<file path="src/rtl/core/fpa_pkg.sv">
// fpa_pkg: types, register indexes, profile codes and helpers shared by the
// fracture point aperture block. No dependencies.
package fpa_pkg;

   localparam int CsrIndexWidth = 3;
   localparam int QueueDepth    = 4;
   localparam int QueuePtrWidth = 2;

   localparam logic [CsrIndexWidth-1:0] CSR_CENTER_X     = 3'd0;
   localparam logic [CsrIndexWidth-1:0] CSR_CENTER_Y     = 3'd1;
   localparam logic [CsrIndexWidth-1:0] CSR_COS_ANGLE    = 3'd2;
   localparam logic [CsrIndexWidth-1:0] CSR_SIN_ANGLE    = 3'd3;
   localparam logic [CsrIndexWidth-1:0] CSR_FRAC_LENGTH  = 3'd4;
   localparam logic [CsrIndexWidth-1:0] CSR_INV_LENGTH   = 3'd5;
   localparam logic [CsrIndexWidth-1:0] CSR_MAX_APERTURE = 3'd6;
   localparam logic [CsrIndexWidth-1:0] CSR_PROFILE_MODE = 3'd7;

   localparam logic [2:0] MODE_CONSTANT  = 3'd0;
   localparam logic [2:0] MODE_LINEAR    = 3'd1;
   localparam logic [2:0] MODE_QUADRATIC = 3'd2;
   localparam logic [2:0] MODE_ELLIPTIC  = 3'd3;
   localparam logic [2:0] MODE_ONESIDED  = 3'd4;

   localparam logic [24:0] ONE_Q24 = 25'h100_0000;

   typedef struct packed {
      logic signed [31:0] center_x;
      logic signed [31:0] center_y;
      logic signed [15:0] cos_angle;
      logic signed [15:0] sin_angle;
      logic [31:0]        frac_length;
      logic [31:0]        inv_length;
      logic [31:0]        max_aperture;
      logic [2:0]         profile_mode;
   } cfg_type;

   // classified point passed from front to back
   typedef struct packed {
      logic        ok;      // within length and a valid mode
      logic        lx_neg;
      logic [31:0] ax2;     // 2|lx|, only meaningful when ok
      logic [36:0] ay2;     // 2|ly|
   } entry_type;

   // eight steps of long division by three: returns {remainder, quotient byte}
   function automatic logic [9:0] div3_step8(input logic [1:0] rem_i,
                                             input logic [7:0] bits_i);
      logic [1:0] rem;
      logic [2:0] t;
      logic [7:0] q;
      rem = rem_i;
      q   = '0;
      for (int i = 7; i >= 0; i--) begin
         t = {rem, bits_i[i]};
         if (t >= 3'd3) begin
            q[i] = 1'b1;
            rem  = 2'(t - 3'd3);
         end else begin
            rem  = t[1:0];
         end
      end
      return {rem, q};
   endfunction

endpackage

</file>
<file path="src/rtl/core/fpa_queue.sv">
// fpa_queue: short first-in first-out queue between front and back.
// Depends on fpa_pkg.
module fpa_queue import fpa_pkg::*; (
   input  logic      clock,
   input  logic      reset,
   input  logic      push,
   input  entry_type push_entry,
   input  logic      pop,
   output logic      empty,
   output logic      full,
   output entry_type head
);

   entry_type                store_ff [QueueDepth];
   logic [QueuePtrWidth-1:0] wr_ptr_ff, rd_ptr_ff;
   logic [QueuePtrWidth:0]   count_ff;
   logic                     do_push, do_pop;

   assign empty   = (count_ff == '0);
   assign full    = (count_ff == (QueuePtrWidth+1)'(QueueDepth));
   assign do_push = push && !full;
   assign do_pop  = pop && !empty;
   assign head    = store_ff[rd_ptr_ff];

   always_ff @(posedge clock) begin
      if (reset) begin
         wr_ptr_ff <= '0;
         rd_ptr_ff <= '0;
         count_ff  <= '0;
      end else begin
         if (do_push) wr_ptr_ff <= wr_ptr_ff + 1'b1;
         if (do_pop)  rd_ptr_ff <= rd_ptr_ff + 1'b1;
         if (do_push && !do_pop)      count_ff <= count_ff + 1'b1;
         else if (do_pop && !do_push) count_ff <= count_ff - 1'b1;
      end
   end

   always_ff @(posedge clock) begin
      if (do_push) store_ff[wr_ptr_ff] <= push_entry;
   end

endmodule

</file>
<file path="config.mk">
export PLATFORM = sky130hd
export DESIGN_NAME = fpa_queue
export DESIGN_NICKNAME = d
export VERILOG_FILES = /design/src/rtl/core/fpa_pkg.sv /design/src/rtl/core/fpa_queue.sv
export SDC_FILE = /design/constraint.sdc
export NUM_CORES = 1
export LEC_CHECK = 0
export ABC_CLOCK_PERIOD_IN_PS = 3840
export BUFFER_PORTS_ARGS = -buffer_cell sky130_fd_sc_hd__buf_2
export CORE_UTILIZATION = 57
export DETAILED_ROUTE_END_ITERATION = 10
export PLACE_DENSITY = 0.79
export SLEW_MARGIN = 10
export SYNTH_ARGS = -nofsm -noshare
export SYNTH_HDL_FRONTEND = slang
export SYNTH_SLANG_ARGS = --single-unit
</file>
<file path="constraint.sdc">
create_clock -name clock -period 3.84 [get_ports clock]
set_input_delay 0.192 -clock clock [delete_from_list [all_inputs] [get_ports clock]]
set_output_delay 0.192 -clock clock [all_outputs]
set_load 0.005 [all_outputs]
</file>
-- Word level (Yosys, flattened, before mapping)
Memories as Yosys holds them, arrays and structs flattened. A register that Yosys moved wholly into a read port is not among the register bits.
Cells that the tools add are included.
- register bits after elaboration: 7
- output and inout bits: 73
- input bits: 75
- RAM bits: 284
- memories: 1
- memory list (memory ; depth ; bits a word ; rd ports ; clocked after memory_dff ; write ports ; line ; text):
    store_ff ; 4 ; 71 ; 1 ; 1 ; 1 ; fpa_queue.sv:14 ; entry_type store_ff [QueueDepth];
- muxes and demuxes: 6
- eq/ne operators: 1
- add/sub/neg operators: 4
- reductions and logical operators: 10
- operators with widths (cell ; count):
    3-bit two-way mux ; 2
    2-bit by 1-bit adder with 2-bit output (second input constant) ; 2
    1-bit logical AND ; 4
    1-bit logical NOT ; 4
    2-bit two-way mux ; 2
    3-bit by 1-bit adder with 3-bit output (second input constant) ; 1
    3-bit equality test (second input constant) ; 1
    3-bit logical NOT ; 1
    3-bit by 1-bit subtractor with 3-bit output (second input constant) ; 1
    1-bit two-way mux ; 2
    2-bit nonzero test ; 1

-- Longest topological paths before layout
Gate-level depths: netlist of run 1.
- depth after elaboration: 7
- gate-level depth with buffers: 8

-- Worst setup path after synthesis of run 1
Ideal clock, no wire load.
- path kind: register to register
- start: reg count_ff[0]
- end: mem store_ff[0][0] (netlist name), enable pin
- period minus slack after synthesis: 2.940 ns
- setup time: 0.437 ns
- stages on the path, launching flop included: 4
- data arrival time: 2.503 ns
- setup slack: 0.900 ns
- cells stage by stage: dfxtp_1 > nor3b_2 > nor2_1 > and2_1
- word-level cells in the longest chain between the ends: 5
- ends and longest elaborated chain (what ; line ; text):
    start: declaration ; fpa_queue.sv:16 ; logic [QueuePtrWidth:0] count_ff;
    start signal: assignment ; fpa_queue.sv:33 ; if (do_push && !do_pop) count_ff <= count_ff + 1'b1;
    start signal: assignment ; fpa_queue.sv:34 ; else if (do_pop && !do_push) count_ff <= count_ff - 1'b1;
    3-bit equality test ; fpa_queue.sv:20 ; assign full = (count_ff == (QueuePtrWidth+1)'(QueueDepth));
    named net full ; fpa_queue.sv:10 ; output logic full,
    1-bit logical NOT ; fpa_queue.sv:21 ; assign do_push = push && !full;
    1-bit logical AND ; fpa_queue.sv:21 ;
    named net do_push ; fpa_queue.sv:17 ; logic do_push, do_pop;
    1-bit two-way mux ; fpa_queue.sv:39 ; if (do_push) store_ff[wr_ptr_ff] <= push_entry;
    1-bit two-way mux (implied by the code) ; fpa_queue.sv:39 ;
    end: declaration ; fpa_queue.sv:14 ;
The timed path passes the listed nets, and every way through them passes these cells.

==> results of run 1 <==
Yosys cell counts, types with 2 or more instances:
library cell | n | area [um^2]
edfxtp_1 | 284 | 8530
nand2b_1 | 2 | 12.5
nor2_1 | 6 | 22.5
xor2_1 | 4 | 35.0
ha_1 | 5 | 62.6
or3_1 | 2 | 12.5
buf_2 | 7 | 35.0
buf_12 | 7 | 140
mux4_2 | 70 | 1580
dfxtp_1 | 9 | 180
inv_1 | 4 | 15.0
mux2i_1 | 2 | 20.0
and2_1 | 4 | 25.0
o21ai_0 | 2 | 10.0
a21oi_1 | 2 | 10.0
sequential cells by signal (all words and copies together), names as in the netlist, named ones only:
name and flops:
rd_ptr_ff 2, wr_ptr_ff 2, count_ff 3, store_ff 284
per-layer routing:
metal	wire length, um	up-vias	share of wire [%]
met4	319	0	1.6
met3	1460	29	7.3
met1	8150	2654	41
met2	10100	199	50
li1	-	2263	-
met5	0	-	0
critical path, delay by kind of cell (launching register included):
family	cells	cell delay [ns]
DFF	1	0.83
buffers and inverters	2	0.57
muxes	1	0.55
stage by stage:
step	cells	hold slack (ns)
floorplan	419	0.291
global placement	781	0.403
detailed placement	781	0.409
CTS	903	0.0411
global route	903	0.0775
finish	903	0.0622
power groups by stage:
| stage | clock (mW) | combinational [mW] | sequential (mW) |
|---|---|---|---|
| after floorplan | 0 | 1.23 | 3.98 |
| after global placement | 0 | 1.56 | 4.15 |
| after detailed placement | 0 | 1.59 | 4.18 |
| after CTS | 2.57 | 1.65 | 4.11 |
| after global routing | 2.70 | 1.74 | 4.15 |
| final | 2.55 | 1.63 | 4.10 |
area by class of cell:
type | count | area (um^2)
inverters | 4 | 15.0
clock buffers | 38 | 800
clock inverters | 12 | 55.1
flip-flops and latches | 293 | 8720
fillers | 1073 | 5040
multi-input cells | 105 | 1880
repair buffers | 222 | 1480
well taps | 229 | 287
cell families (layout without fill, tap and decap cells):
family / count (synthesis) / in the layout / share of synthesized area, %
xor+xnor: 4 / 4 / 0.325
mux: 73 / 73 / 15.0
compound gates: 6 / 6 / 0.383
simple gates: 16 / 16 / 0.835
buf+inv: 21 / 276 / 1.94
flops: 293 / 293 / 80.7
fa+ha+maj: 6 / 6 / 0.765
worst max-delay path by stage:
stage,depth (start not counted),to
2_1_floorplan,3,store_ff[0][0]
3_3_place_gp,3,store_ff[1][35]
3_5_place_dp,3,store_ff[0][35]
4_1_cts,3,head[36]
5_1_grt,3,head[44]
6_report,3,head[39]
==> reports/metrics.yaml, run 1 <==
status: "completed"
regToRegSetupSlack_ns: 1.46
hold_viol: 0
grt_util_met2_pct: 35.1
fp.coreArea_um2: 18300
clk_latency_ns: 0.53
synth_area_per_cell_um2: 25.7
grt_pass1_vias: 5378
ys_seq_area_share_pct: 80.7
route.detailed.drc: 0
cts_tree: "done"
port_buffers: 147
busiest_layer: "met2"
grt_max_degree: 72
pwr-share-comb_pct: 19.7
antenna_found_initial: 0
pwr-share-clk_pct: 30.8
syn_nets: 500
min_path_cells: 4
r2r_start: "count_ff[0]"
final_common_cell: "edfxtp_1"
yosysUniqueCellTypes: 24
drt_first_pass_iters: 4
syn_area_um2: 10800
grt_setup_unrepaired: "false"
root_buffer: "clkbuf_16"
cp-end-kind: "primary output"
initial_core_util_pct: 59.1
syn_to_final_growth_pct: 22.6
hpwl_mm: 10.9
worstHoldStart: "push"
leakage_nw: 4.52
start_kind: "flop"
p_sw_mw: 2.05
grt_use_met1_pct: 28.0
slowest_stage: "dfxtp_4"
clk_pin_slew_ns: 0.06
finalMaxSlewViolations: 0
crit_chain: "buf_4 -> mux4_2 -> buf_2"
swShare_pct: 24.7
setup_violations: 0
yosys_warnings: 0
antenna_left: 0
holdPathEnd: "wr_ptr_ff[0]"
crit_fanout: 38
die_h_um: 140
vias: 5145
cts_buffers: 28
grt_usage_pct: 20.8
ctsResizeCount: 0
num_io_pins: 148
drt-wirelength-per-cell_um: 22.2
cp.arrival_ns: 2.53
nets: 735
cts_sinks: 293
critPathMaxStageDelay_ns: 0.83
met3_usage_pct: 4.71
syn_inst: 419
async_reset_ff_share_pct: 0
min_path_type: "in -> reg"
power.density_nw_per_um2: 625
dp_slack_ns: 1.47
tightest_slew_ns: 1.09
cts_htree_levels: 1
cts.path.max_buffers: 3
synth_seq_cells: 293
fin_crit_sh_pct: 71.0
r2r-end: "count_ff[2]"
fin_crit_ns: 2.72
die_area_um2: 19500
place.gp.congestion: 0.717
criticalPathCategory: "reg -> out"
final_cell_area_um2: 13200
layout_setup_ws_ns: 1.12
ys.flop_type: "edfxtp_1"
layout-drive-gt1-share_pct: 39.9
clock-skew-final_ns: 0.00683
overflow: 0
required_ns: 3.65
final_core_util_pct: 72.4
synth_edf_count: 284
die_w_um: 140
tns_ns: 0
cts.repair_timing.setup_buffer_count: 0
cap_violations: 0
p_int_mw: 6.23
placementRows: 49
grt_pass1_wl_mm: 30.5
avgViaCountPerCell: 5.70
slew_headroom_pct: 27.6
diodes: 0
wl_mm: 20.1
seq_power_share_pct: 49.6
fmax_ghz: 0.367
place_area_um2: 11700
drtIter0Drc: 294
mostFrequentLayoutCells: "284 x edfxtp_1, 147 x buf_2, 72 x dlygate4sd3_1, 70 x mux4_2, 29 x clkbuf_16"
ctsHoldBuffers: 72
peakVddDrop_v: 0.000385
rr_worst_depth: 8
power_mw: 8.28
Power figures use the tool's default switching activity.
==> run 2, diff against run 1 <==
--- a/config.mk
+++ b/config.mk
@@ -5,11 +5,11 @@
 export SDC_FILE = /design/constraint.sdc
 export NUM_CORES = 1
 export LEC_CHECK = 0
-export ABC_CLOCK_PERIOD_IN_PS = 3840
+export ABC_CLOCK_PERIOD_IN_PS = 2200
 export BUFFER_PORTS_ARGS = -buffer_cell sky130_fd_sc_hd__buf_2
-export CORE_UTILIZATION = 57
+export CORE_UTILIZATION = 51
 export DETAILED_ROUTE_END_ITERATION = 10
-export PLACE_DENSITY = 0.79
+export PLACE_DENSITY = 0.75
 export SLEW_MARGIN = 10
 export SYNTH_ARGS = -nofsm -noshare
 export SYNTH_HDL_FRONTEND = slang
==> constraint.sdc (replaced) <==
create_clock -name clock -period 2.2 [get_ports clock]
set_input_delay 0.11 -clock clock [delete_from_list [all_inputs] [get_ports clock]]
set_output_delay 0.11 -clock clock [all_outputs]
set_load 0.005 [all_outputs]
==> run 2 against run 1 <==
  * Die area rose by 12%
  * Flip-flop and latch count unchanged
  * Cell count up 7.4%
==> reports/metrics.yaml, run 2 (synthesis gave the netlist of run 1 again) <==
status: "completed"
grt_pass1_wl_mm: 29.9  # -1.9%
reg_top3: "store_ff (284), count_ff (3)"
grt_pass1_vias: 5667  # +5.4%
cts_sinks: 293  # unchanged
clk_latency_ns: 0.52  # about the same
route.detailed.drc: 0  # unchanged
clock-skew-final_ns: 0.00919  # +0.00236 ns
finalMaxSlewViolations: 0  # unchanged
start_kind: "flop"
drt-wirelength-per-cell_um: 20.3  # -8.5%
clk_pin_slew_ns: 0.06  # about the same
place.gp.congestion: 0.695  # -3.1%
grt_use_met1_pct: 23.7  # -4.4 points
nets: 759  # +3.3%
r2r-end: "count_ff[2]"
fin_crit_sh_pct: 96.9
critPathMaxStageDelay_ns: 0.37  # -0.46 ns
grt_usage_pct: 18.2  # -2.6 points
min_path_type: "in -> reg"
fp.coreArea_um2: 20500  # +12%
wl_mm: 19.7  # -1.7%
min_path_cells: 2  # -2
cts_buffers: 29  # +3.6%
tightest_slew_ns: 0.676  # -0.410 ns
cts_htree_levels: 1  # unchanged
power_mw: 15.1  # +83%
fmax_ghz: 0.469
cp.arrival_ns: 2.58  # +0.05 ns
overflow: 0  # unchanged
cp-end-kind: "flop"
power.density_nw_per_um2: 1110  # +77%
mostFrequentLayoutCells: "284 x edfxtp_1, 147 x buf_2, 75 x dlygate4sd3_1, 70 x mux4_2, 30 x clkbuf_16"
largest-register: "store_ff"
critPathCapture: "count_ff[2]"
cap_violations: 0  # unchanged
regToRegSetupSlack_ns: 0.07  # -1.39 ns
cts_tree: "done"
drtIter0Drc: 326  # +11%
cts.path.max_buffers: 3  # unchanged
diodes: 0  # unchanged
criticalPathCategory: "reg -> reg"
hold_viol: 0  # unchanged
grt_util_met2_pct: 31.7  # -3.4 points
rr_worst_depth: 7  # -1
setup_violations: 0  # unchanged
slew_headroom_pct: 54.4  # +27 points
hpwl_mm: 11.5  # +5.7%
required_ns: 2.65  # -1.00 ns
final_common_cell: "edfxtp_1"
r2r_start: "count_ff[1]"
leakage_nw: 4.71  # +4.3%
die_area_um2: 21700  # +12%
antenna_left: 0  # unchanged
crit_chain: "o31ai_4 -> ha_2 -> inv_1 -> fa_1 -> xor2_1 -> or3_1 -> a21oi_1"
num_io_pins: 148  # unchanged
slowest_stage: "dfxtp_2"
die_w_um: 147  # +5.6%
met3_usage_pct: 3.27  # -1.4 points
largest_reg_flops: 284  # unchanged
crit_fanout: 6  # -84%
placementRows: 52  # +6.1%
syn_to_final_growth_pct: 26.9
cp_top_family: "adder cells"
port_buffers: 147  # unchanged
peakVddDrop_v: 0.000732  # +90%
drt_first_pass_iters: 4  # unchanged
cp.depth: 7  # +4
final_core_util_pct: 66.8  # -5.6 points
die_h_um: 147  # +5.6%
whs_ns: 0.335  # +0.273 ns
startpoint: "count_ff[1]"
antenna_found_initial: 0  # unchanged
path_buf_inv: 1  # -1
busiest_layer: "met2"
grt_max_degree: 45  # -38%
fin_crit_ns: 2.13
initial_core_util_pct: 52.6  # -6.4 points
layout-drive-gt1-share_pct: 42.1  # +2.2 points
vias: 5184  # +0.76%
root_buffer: "clkbuf_16"
avgViaCountPerCell: 5.34  # -6.2%
-- run 2: cell types whose count changed in the layout (fill, tap and decap cells not counted), sizes merged --
cell,delta
clkbuf,+7
buf,+19
bufinv,+3
clkinv,-6
dlygate4sd3,+3
-- run 2: stage by stage --
stage               area [um^2]  worst slack (ns)  instances  setup TNS, ns
floorplan                 10800            0.0286        419              0
global placement          11900             0.190        836              0
detailed placement        11900            0.0734        836              0
CTS                       13600           -0.0450        964         -0.146
global route              13700          -0.00299        970       -0.00299
finish                    13700            0.0684        970              0
-- run 2: how the worst min path moves through the flow --
stage | startpoint | endpoint | slack, ns
after floorplan | push_entry[0] | store_ff[0][0] | 0.21
after global placement | push_entry[51] | store_ff[1][51] | 0.32
after detailed placement | push_entry[1] | store_ff[2][1] | 0.33
after CTS | push_entry[26] | store_ff[2][26] | 0.31
after global routing | push_entry[34] | store_ff[3][34] | 0.33
final | push_entry[51] | store_ff[0][51] | 0.33
-- run 2: where the power goes --
group / total, mW / switching (mW) / internal [mW]
logic: 3.31 / 1.46 / 1.85
registers: 6.96 / 0.241 / 6.72
clock network: 4.87 / 1.90 / 2.97
-- run 2: cell type report --
class | count | area, um^2
well taps | 270 | 338
repair buffers | 245 | 1760
fillers | 1332 | 6810
inverters | 4 | 15.0
flip-flops and latches | 293 | 8720
clock buffers | 44 | 842
clock inverters | 9 | 119
multi-input cells | 105 | 1900
-- run 2: worst register-to-register path, cell delays in order, from the launching register on --
cell and delay (ns):
dfxtp_2 0.37, o31ai_4 0.31, ha_2 0.26, inv_1 0.06, fa_1 0.37, xor2_1 0.17, or3_1 0.33, a21oi_1 0.18
-- run 2: per-layer routing --
metal,wire length [um],up-vias
met5,0,-
met2,10000,169
li1,-,2311
met1,8200,2671
met4,355,0
met3,1120,33
-- run 2: repair_timing --
item,in CTS,in global routing
hold buffers,75,0
setup endpoints to repair,17,38
pin swaps,0,0
cloned,0,1
setup buffers,0,5
resized for setup,4,2
endpoints found under the hold margin,292,0
